<file path="config.mk">
export PLATFORM = sky130hd
export DESIGN_NAME = mru_id_list_distinct_counter_flat
export DESIGN_NICKNAME = d
export VERILOG_FILES = /design/src/sv/mitc_pkg.sv /design/src/sv/mitc_in_if.sv /design/src/sv/mitc_out_if.sv /design/src/sv/mitc_cfg_if.sv /design/src/sv/mru_id_list_distinct_counter.sv /design/src/sv/mitc_mtf_list.sv /design/src/sv/mitc_counters.sv /design/src/flat_wrapper.sv
export VERILOG_INCLUDE_DIRS = /design/src /design/src/sv
export SDC_FILE = /design/constraint.sdc
export NUM_CORES = 1
export LEC_CHECK = 0
export BUFFER_PORTS_ARGS = -buffer_cell sky130_fd_sc_hd__buf_4
export CORE_MARGIN = 2
export CORE_UTILIZATION = 59
export DETAILED_ROUTE_END_ITERATION = 7
export GPL_ROUTABILITY_DRIVEN = 1
export GPL_TIMING_DRIVEN = 0
export PLACE_DENSITY_LB_ADDON = 0.25
export SYNTH_ARGS = -nofsm -noshare
export SYNTH_HDL_FRONTEND = slang
export SYNTH_SLANG_ARGS = --single-unit
</file>
<file path="constraint.sdc">
create_clock -name clk -period 14.5 [get_ports clk]
set_input_delay 0.725 -clock clk [delete_from_list [all_inputs] [get_ports clk]]
set_output_delay 0.725 -clock clk [all_outputs]
set_load 0.01 [all_outputs]
</file>
<file path="src/sv/mru_id_list_distinct_counter_assert.svh">
// assertion macros used by the asserting design file
`ifndef MRU_ID_LIST_DISTINCT_COUNTER_ASSERT_SVH
`define MRU_ID_LIST_DISTINCT_COUNTER_ASSERT_SVH

// same-cycle implication, off during reset
`define MITC_ASSERT_NOW(lbl, clk_s, rst_s, ante, cons, msg) \
  lbl: assert property (@(posedge clk_s) disable iff (rst_s) (ante) |-> (cons)) else $error(msg);

// next-cycle implication, off during reset
`define MITC_ASSERT_NEXT(lbl, clk_s, rst_s, ante, cons, msg) \
  lbl: assert property (@(posedge clk_s) disable iff (rst_s) (ante) |=> (cons)) else $error(msg);

`endif

</file>
<file path="src/sv/mitc_pkg.sv">
`timescale 1ns / 1ps
package mitc_pkg;

  localparam int ID_W    = 32;
  localparam int COUNT_W = 16;
  localparam int MODE_W  = 2;
  localparam int CFG_IDX_W  = 2;
  localparam int CFG_DATA_W = 16;

  localparam logic [MODE_W-1:0] MODE_WON     = 2'd0;
  localparam logic [MODE_W-1:0] MODE_LOST    = 2'd1;
  localparam logic [MODE_W-1:0] MODE_TRADE   = 2'd2;
  localparam logic [MODE_W-1:0] MODE_INVALID = 2'd3;

  localparam logic [CFG_IDX_W-1:0] CFG_COUNTING_ENABLED   = 2'd0;
  localparam logic [CFG_IDX_W-1:0] CFG_STATS_CARD_PRESENT = 2'd1;
  localparam logic [CFG_IDX_W-1:0] CFG_COUNT_LIMIT        = 2'd2;

  localparam logic [COUNT_W-1:0] COUNT_LIMIT_RESET = 16'd999;

  typedef logic [COUNT_W-1:0] count_t;

  typedef struct packed {
    logic inc_won;
    logic inc_lost;
    logic inc_trade;
  } cnt_inc_t;

  typedef struct packed {
    count_t won;
    count_t lost;
    count_t trade;
  } cnt_totals_t;

endpackage

</file>
<file path="src/sv/mitc_in_if.sv">
`timescale 1ns / 1ps
interface mitc_in_if import mitc_pkg::*; ();
  logic              valid;
  logic              ready;
  logic [MODE_W-1:0] mode;
  logic [ID_W-1:0]   partner_id;

  modport source (output valid, output mode, output partner_id, input ready);
  modport sink   (input valid, input mode, input partner_id, output ready);
endinterface

</file>
<file path="src/sv/mitc_out_if.sv">
`timescale 1ns / 1ps
interface mitc_out_if import mitc_pkg::*; ();
  logic   valid;
  logic   ready;
  logic   bad_mode;
  logic   new_partner;
  logic   counted;
  count_t won_total;
  count_t lost_total;
  count_t trade_total;

  modport source (output valid, output bad_mode, output new_partner, output counted,
                  output won_total, output lost_total, output trade_total, input ready);
  modport sink   (input valid, input bad_mode, input new_partner, input counted,
                  input won_total, input lost_total, input trade_total, output ready);
endinterface

</file>
<file path="src/sv/mitc_cfg_if.sv">
`timescale 1ns / 1ps
interface mitc_cfg_if import mitc_pkg::*; ();
  logic                  valid;
  logic                  ready;
  logic [CFG_IDX_W-1:0]  index;
  logic [CFG_DATA_W-1:0] wdata;

  modport source (output valid, output index, output wdata, input ready);
  modport sink   (input valid, input index, input wdata, output ready);
endinterface

</file>
<file path="src/sv/mru_id_list_distinct_counter.sv">
`timescale 1ns / 1ps
// Recent-partner event counter. Each input word carries an event kind (battle won,
// battle lost, trade, invalid) and a 32-bit partner id; battles share one
// move-to-front list of LIST_DEPTH ids and trades use another. With counting on, a
// missing id goes to the front of its list and, with a stats card, bumps that event's
// counter, saturating at count_limit; a hit only moves the id to the front. One result
// per input word passes the input register, list compare, shift, counter add and
// result register; a new word is taken every cycle unless stalled. Configuration is
// written via the cfg channel (index 0 counting_enabled, 1 stats_card_present, 2
// count_limit) while no word is in flight; the user must ensure it, not the block.
`include "mru_id_list_distinct_counter_assert.svh"
module mru_id_list_distinct_counter import mitc_pkg::*; #(
  parameter int LIST_DEPTH = 8
) (
  input  logic clk,
  input  logic rst,
  mitc_cfg_if.sink   cfg,
  mitc_in_if.sink    item_in,
  mitc_out_if.source result_out
);

  logic   counting_enabled;
  logic   stats_card_present;
  count_t count_limit;

  logic              in_valid;
  logic [MODE_W-1:0] in_mode;
  logic [ID_W-1:0]   in_id;

  logic        advance;
  logic        is_bad;
  logic        is_trade;
  logic        active;
  logic        battle_miss;
  logic        trade_miss;
  logic        fresh;
  logic        do_count;
  cnt_inc_t    inc;
  cnt_totals_t totals_next;

  // configuration registers
  assign cfg.ready = 1'b1;

  always_ff @(posedge clk) begin
    if (rst) begin
      counting_enabled   <= 1'b0;
      stats_card_present <= 1'b0;
      count_limit        <= COUNT_LIMIT_RESET;
    end else if (cfg.valid) begin
      unique case (cfg.index)
        CFG_COUNTING_ENABLED:   counting_enabled   <= cfg.wdata[0];
        CFG_STATS_CARD_PRESENT: stats_card_present <= cfg.wdata[0];
        CFG_COUNT_LIMIT:        count_limit        <= cfg.wdata;
        default: ;
      endcase
    end
  end

  // input register, drained whenever the result register can take its word
  assign advance       = in_valid && (!result_out.valid || result_out.ready);
  assign item_in.ready = !in_valid || advance;

  always_ff @(posedge clk) begin
    if (rst) begin
      in_valid <= 1'b0;
    end else if (item_in.valid && item_in.ready) begin
      in_valid <= 1'b1;
    end else if (advance) begin
      in_valid <= 1'b0;
    end
  end

  always_ff @(posedge clk) begin
    if (item_in.valid && item_in.ready) begin
      in_mode <= item_in.mode;
      in_id   <= item_in.partner_id;
    end
  end

  assign is_bad   = (in_mode == MODE_INVALID);
  assign is_trade = (in_mode == MODE_TRADE);
  assign active   = !is_bad && counting_enabled;

  mitc_mtf_list #(.DEPTH(LIST_DEPTH)) u_battle_list (
    .clk  (clk),
    .rst  (rst),
    .upd  (advance && active && !is_trade),
    .id   (in_id),
    .miss (battle_miss)
  );

  mitc_mtf_list #(.DEPTH(LIST_DEPTH)) u_trade_list (
    .clk  (clk),
    .rst  (rst),
    .upd  (advance && active && is_trade),
    .id   (in_id),
    .miss (trade_miss)
  );

  assign fresh    = active && (is_trade ? trade_miss : battle_miss);
  assign do_count = fresh && stats_card_present;

  always_comb begin
    inc.inc_won   = advance && do_count && (in_mode == MODE_WON);
    inc.inc_lost  = advance && do_count && (in_mode == MODE_LOST);
    inc.inc_trade = advance && do_count && is_trade;
  end

  mitc_counters u_counters (
    .clk         (clk),
    .rst         (rst),
    .inc         (inc),
    .limit       (count_limit),
    .totals_next (totals_next)
  );

  // result register
  always_ff @(posedge clk) begin
    if (rst) begin
      result_out.valid <= 1'b0;
    end else if (advance) begin
      result_out.valid <= 1'b1;
    end else if (result_out.ready) begin
      result_out.valid <= 1'b0;
    end
  end

  always_ff @(posedge clk) begin
    if (advance) begin
      result_out.bad_mode    <= is_bad;
      result_out.new_partner <= fresh;
      result_out.counted     <= do_count;
      result_out.won_total   <= totals_next.won;
      result_out.lost_total  <= totals_next.lost;
      result_out.trade_total <= totals_next.trade;
    end
  end

  `MITC_ASSERT_NOW(a_bad_is_quiet, clk, rst, result_out.valid && result_out.bad_mode, !result_out.new_partner && !result_out.counted, "invalid event reported as new or counted")
  `MITC_ASSERT_NOW(a_counted_needs_new, clk, rst, result_out.valid && result_out.counted, result_out.new_partner, "count raised on a list hit")
  `MITC_ASSERT_NEXT(a_advance_fills_out, clk, rst, advance, result_out.valid, "processed word did not reach the result register")
  `MITC_ASSERT_NOW(a_one_counter_moves, clk, rst, 1'b1, $onehot0({inc.inc_won, inc.inc_lost, inc.inc_trade}), "more than one counter updated for one word")

endmodule

</file>
<file path="src/sv/mitc_mtf_list.sv">
`timescale 1ns / 1ps
module mitc_mtf_list import mitc_pkg::*; #(
  parameter int DEPTH = 8
) (
  input  logic            clk,
  input  logic            rst,
  input  logic            upd,
  input  logic [ID_W-1:0] id,
  output logic            miss
);

  logic [ID_W-1:0] ids [DEPTH];
  logic [DEPTH-1:0] hit;
  logic [DEPTH-1:0] shift;

  always_comb begin
    for (int k = 0; k < DEPTH; k++) begin
      hit[k] = (ids[k] == id);
    end
  end

  assign miss = ~|hit;

  // slot k takes slot k-1 unless the id sits in front of it
  assign shift[0] = 1'b1;
  for (genvar k = 1; k < DEPTH; k++) begin : g_shift
    assign shift[k] = ~|hit[k-1:0];
  end

  always_ff @(posedge clk) begin
    if (rst) begin
      for (int k = 0; k < DEPTH; k++) begin
        ids[k] <= '0;
      end
    end else if (upd) begin
      ids[0] <= id;
      for (int k = 1; k < DEPTH; k++) begin
        if (shift[k]) begin
          ids[k] <= ids[k-1];
        end
      end
    end
  end

endmodule

</file>
<file path="src/sv/mitc_counters.sv">
`timescale 1ns / 1ps
module mitc_counters import mitc_pkg::*; (
  input  logic        clk,
  input  logic        rst,
  input  cnt_inc_t    inc,
  input  count_t      limit,
  output cnt_totals_t totals_next
);

  cnt_totals_t totals;

  function automatic count_t sat_inc(input count_t v, input count_t lim);
    logic [COUNT_W:0] n;
    n = {1'b0, v} + {{COUNT_W{1'b0}}, 1'b1};
    return (n > {1'b0, lim}) ? lim : n[COUNT_W-1:0];
  endfunction

  always_comb begin
    totals_next = totals;
    if (inc.inc_won) begin
      totals_next.won = sat_inc(totals.won, limit);
    end
    if (inc.inc_lost) begin
      totals_next.lost = sat_inc(totals.lost, limit);
    end
    if (inc.inc_trade) begin
      totals_next.trade = sat_inc(totals.trade, limit);
    end
  end

  always_ff @(posedge clk) begin
    if (rst) begin
      totals <= '0;
    end else begin
      totals <= totals_next;
    end
  end

endmodule

</file>
<file path="src/flat_wrapper.sv">
// flat-port wrapper written by rule: the top's interface ports become plain ports
module mru_id_list_distinct_counter_flat import mitc_pkg::*;
#(
  parameter int LIST_DEPTH = 8
)
  (clk, rst, cfg_valid, cfg_index, cfg_wdata, cfg_ready, item_in_valid, item_in_mode, item_in_partner_id, item_in_ready, result_out_valid, result_out_bad_mode, result_out_new_partner, result_out_counted, result_out_won_total, result_out_lost_total, result_out_trade_total, result_out_ready);
  mitc_cfg_if cfg_i ();
  mitc_in_if item_in_i ();
  mitc_out_if result_out_i ();
  input  logic clk;
  input  logic rst;
  input wire logic [$bits(cfg_i.valid)-1:0] cfg_valid;
  input wire logic [$bits(cfg_i.index)-1:0] cfg_index;
  input wire logic [$bits(cfg_i.wdata)-1:0] cfg_wdata;
  output wire logic [$bits(cfg_i.ready)-1:0] cfg_ready;
  input wire logic [$bits(item_in_i.valid)-1:0] item_in_valid;
  input wire logic [$bits(item_in_i.mode)-1:0] item_in_mode;
  input wire logic [$bits(item_in_i.partner_id)-1:0] item_in_partner_id;
  output wire logic [$bits(item_in_i.ready)-1:0] item_in_ready;
  output wire logic [$bits(result_out_i.valid)-1:0] result_out_valid;
  output wire logic [$bits(result_out_i.bad_mode)-1:0] result_out_bad_mode;
  output wire logic [$bits(result_out_i.new_partner)-1:0] result_out_new_partner;
  output wire logic [$bits(result_out_i.counted)-1:0] result_out_counted;
  output wire logic [$bits(result_out_i.won_total)-1:0] result_out_won_total;
  output wire logic [$bits(result_out_i.lost_total)-1:0] result_out_lost_total;
  output wire logic [$bits(result_out_i.trade_total)-1:0] result_out_trade_total;
  input wire logic [$bits(result_out_i.ready)-1:0] result_out_ready;
  assign cfg_i.valid = cfg_valid;
  assign cfg_i.index = cfg_index;
  assign cfg_i.wdata = cfg_wdata;
  assign cfg_ready = cfg_i.ready;
  assign item_in_i.valid = item_in_valid;
  assign item_in_i.mode = item_in_mode;
  assign item_in_i.partner_id = item_in_partner_id;
  assign item_in_ready = item_in_i.ready;
  assign result_out_valid = result_out_i.valid;
  assign result_out_bad_mode = result_out_i.bad_mode;
  assign result_out_new_partner = result_out_i.new_partner;
  assign result_out_counted = result_out_i.counted;
  assign result_out_won_total = result_out_i.won_total;
  assign result_out_lost_total = result_out_i.lost_total;
  assign result_out_trade_total = result_out_i.trade_total;
  assign result_out_i.ready = result_out_ready;
  mru_id_list_distinct_counter #(.LIST_DEPTH(LIST_DEPTH)) u_core (.clk(clk), .rst(rst), .cfg(cfg_i), .item_in(item_in_i), .result_out(result_out_i));
endmodule
</file>
==> results.yml <==
die:
  start_util: 0.595
  row_count: 87
  die_width_um: 242
  die_h_um: 242
  boundaryPins: 111
  coreArea_um2: 56300
  die_area_um2: 58700
power_and_ir_drop:
  max-vdd-ir-drop_mv: 0.115
  p_leak_nw: 14.6
  p_total_mw: 4.25
  powerDensity_nw_per_um2: 113
layout:
  finalNetCount: 2942
  drive_gt1_frac: 0.124
  fill_cells: 4121
  area_delta_synth_final_pct: 12.1
  multi_input_area_um2: 13000
  seqCellArea_um2: 19300
worst_setup_path:
  crit_family: "simple AND/OR/NAND/NOR gates"
  worstPathArrival_ns: 5.52
  crit_chain: "ha_1 -> nand2_1 -> nor2_1 -> and3_1 -> clkbuf_1 -> and3_1 -> and3_1 -> xnor2_1 -> inv_1 -> ha_1 -> nand2_1 -> or4_1 -> a2bb2oi_1 -> a31oi_1 -> a31o_2 -> buf_2 -> buf_4 -> mux2_2 -> mux2_2 -> and2_1"
  crit_buf_inv: 4
  r2r_setup_slack_ns: 9.48
  worst-setup-path-type: "reg2reg"
  startpoint_type: "flop"
  reg2reg_depth: 20
  cp.required_ns: 15.00
  r2r_end: "u_core.u_counters.totals[28]"
  rr_startpoint: "u_core.u_counters.totals[16]"
  max_stage_delay_ns: 0.51
  cp-end-kind: "flop"
  crit_top_cell: "and3_1"
  path_max_fanout: 10
  critPathSlowestCell: "or4_1"
sta:
  max_slew_margin: 0.127
  skew_ns: 0.0273
  max_freq_mhz: 199
  rsz0062_at_grt: "no"
  setup_viol: 0
  post-route-period-util: 0.346
  fin_setup_tns_ns: 0
  max_slew.worst_pin.slew_ns: 1.31
  maxSlewViolCount: 0
  period_needed_ns: 5.02
  hold_viol: 0
clock_network:
  clk_pin_slew_ns: 0.06
  cts_tree: "done"
  cts_hold_buf: 0
  postCtsSetupBuffers: 0
  numCtsBuffers: 71
  post_cts_resized: 0
  clk_latency_ns: 0.62
  htree_num_levels: 3
  cts_buffer_depth: 3
  cts_sinks: 665
  cts_root_buf: "clkbuf_16"
route:
  drt_wl_total_mm: 91.5
  ant_nets: 0
  first_iter_violations: 1893
  wire_per_inst_um: 25.1
  vias: 21392
  dr.pass1.iters: 5
  via_per_inst: 5.87
  drc_errors: 0
min_path:
  min_path_cells: 1
  hold_path_end: "u_core.in_id[29]"
  min_from: "item_in_partner_id[29]"
  hold_path.class: "in2reg"
synth:
  synth-edff-count: 597
  yosysSeqAreaShare: 0.576
  synth_common_cells: "edfxtp_1, and2_1, xnor2_1"
  ys_ff_latch: 665
  synth_top_area_share: 0.535
  synth_fp_nets: 2755
  ys.warnings.count: 0
  ys_types: 69
  synth.most_common_cell: "edfxtp_1"
  syn_inst: 2647
  synthArstFlopShare: 0
  synth_top_area_cell: "edfxtp_1"
  syn_avg_cell_area_um2: 12.7
  syn-cell-area_um2: 33500
  ys.flop_type: "edfxtp_1"
  synth_area_leaders: "edfxtp_1, xnor2_1, xor2_1, and2_1, dfxtp_1"
global_routing:
  grt_max_degree: 35
  antenna_found_initial: 9
  grt_overflow: 0
  grt_pass1_vias: 21705
  grt_pass1_wl_mm: 134
  grtUsageTotal: 0.314
placement:
  io_buffers: 109
  place_congestion: 0.983
  dpl.hpwl_mm: 65.7
run_status:
  outcome: "complete, no violations"
job:
  drv_cap: 0
## flip-flops by register name, indices dropped and copies added (netlist names), 2 cells and up
| register | count |
|---|---|
| u_core.result_out.trade_total | 16 |
| u_core.result_out.lost_total | 16 |
| u_core.count_limit | 16 |
| u_core.u_battle_list.ids | 256 |
| u_core.result_out.won_total | 16 |
| u_core.u_trade_list.ids | 256 |
| u_core.in_id | 32 |
| u_core.u_counters.totals | 48 |
| u_core.in_mode | 2 |
## report_power, final
part	total [mW]	internal (mW)	leakage, nW	switching, mW
clock network	1.70	0.969	1.03	0.735
registers	2.21	2.16	6.65	0.0490
logic	0.337	0.125	6.88	0.212
total	4.25	3.26	14.6	0.996
## final cells by class
cell class,instances,area share
clock inverter,31,0.00683
antenna,1,0.0000667
timing repair buffer,114,0.0251
buffer,173,0.0295
inverter,29,0.00290
tap,756,0.0252
multi-input combinational,1780,0.347
sequential,665,0.514
clock buffer,93,0.0501
## cell families (layout without fill, tap and decap cells)
logic type	after synthesis	after routing	synth area share
buf+inv	202	440	0.0363
xor+xnor	554	554	0.145
other cells	1	2	0.000112
fa+ha+maj	51	51	0.0191
flops	665	665	0.576
mux	55	55	0.0175
compound gates	177	177	0.0389
simple gates	942	942	0.167
## layer usage
layer / global-route usage / part of all wire
met1: 0.371 / 0.37
met2: 0.537 / 0.49
met3: 0.0470 / 0.068
met4: 0.205 / 0.072
met5: 0 / 0
## cells in the final DEF, fill, tap and decap left out, types with 27 or more instances in the layout
cell / netlist / layout
a21oi_1: 35 / 35
and2_1: 280 / 279
and3_1: 151 / 151
buf_4: 28 / 137
buf_6: 45 / 45
clkbuf_1: 86 / 107
clkbuf_16: 0 / 72
dfxtp_1: 68 / 68
edfxtp_1: 597 / 597
ha_1: 51 / 51
inv_1: 28 / 27
mux2_2: 29 / 29
nand2_1: 74 / 73
nand4_1: 92 / 92
nor2_1: 47 / 47
nor2b_1: 136 / 136
nor4_1: 83 / 83
xnor2_1: 278 / 278
xor2_1: 276 / 276
## stage by stage
step / utilization / hold WS (ns) / area, µm² / setup slack (ns) / cells
after floorplan: - / 0.461 / 33500 / 8.90 / 2647
after global placement: 0.626 / 0.488 / 35300 / 7.15 / 3512
after detailed placement: 0.629 / 0.507 / 35400 / 8.82 / 3517
after CTS: 0.667 / 0.256 / 37500 / 9.21 / 3641
after global routing: 0.667 / 0.262 / 37500 / 9.20 / 3641
final: 0.667 / 0.275 / 37500 / 9.48 / 3642
## worst max-delay path by stage
| stage | startpoint | end | slack, ns | depth (start not counted) |
|---|---|---|---|---|
| after floorplan | result_out_ready | u_core.u_trade_list.ids[0][100] | 8.90 | 6 |
| after detailed placement | result_out_ready | u_core.u_trade_list.ids[1][109] | 8.82 | 11 |
| final | u_core.u_counters.totals[16] | u_core.u_counters.totals[28] | 9.48 | 20 |
| after global routing | u_core.u_counters.totals[16] | u_core.u_counters.totals[28] | 9.20 | 20 |
| after CTS | u_core.result_out.valid | u_core.u_trade_list.ids[1][109] | 9.21 | 10 |
| after global placement | result_out_ready | u_core.u_trade_list.ids[1][13] | 7.15 | 7 |
Power figures use the tool's default switching activity.
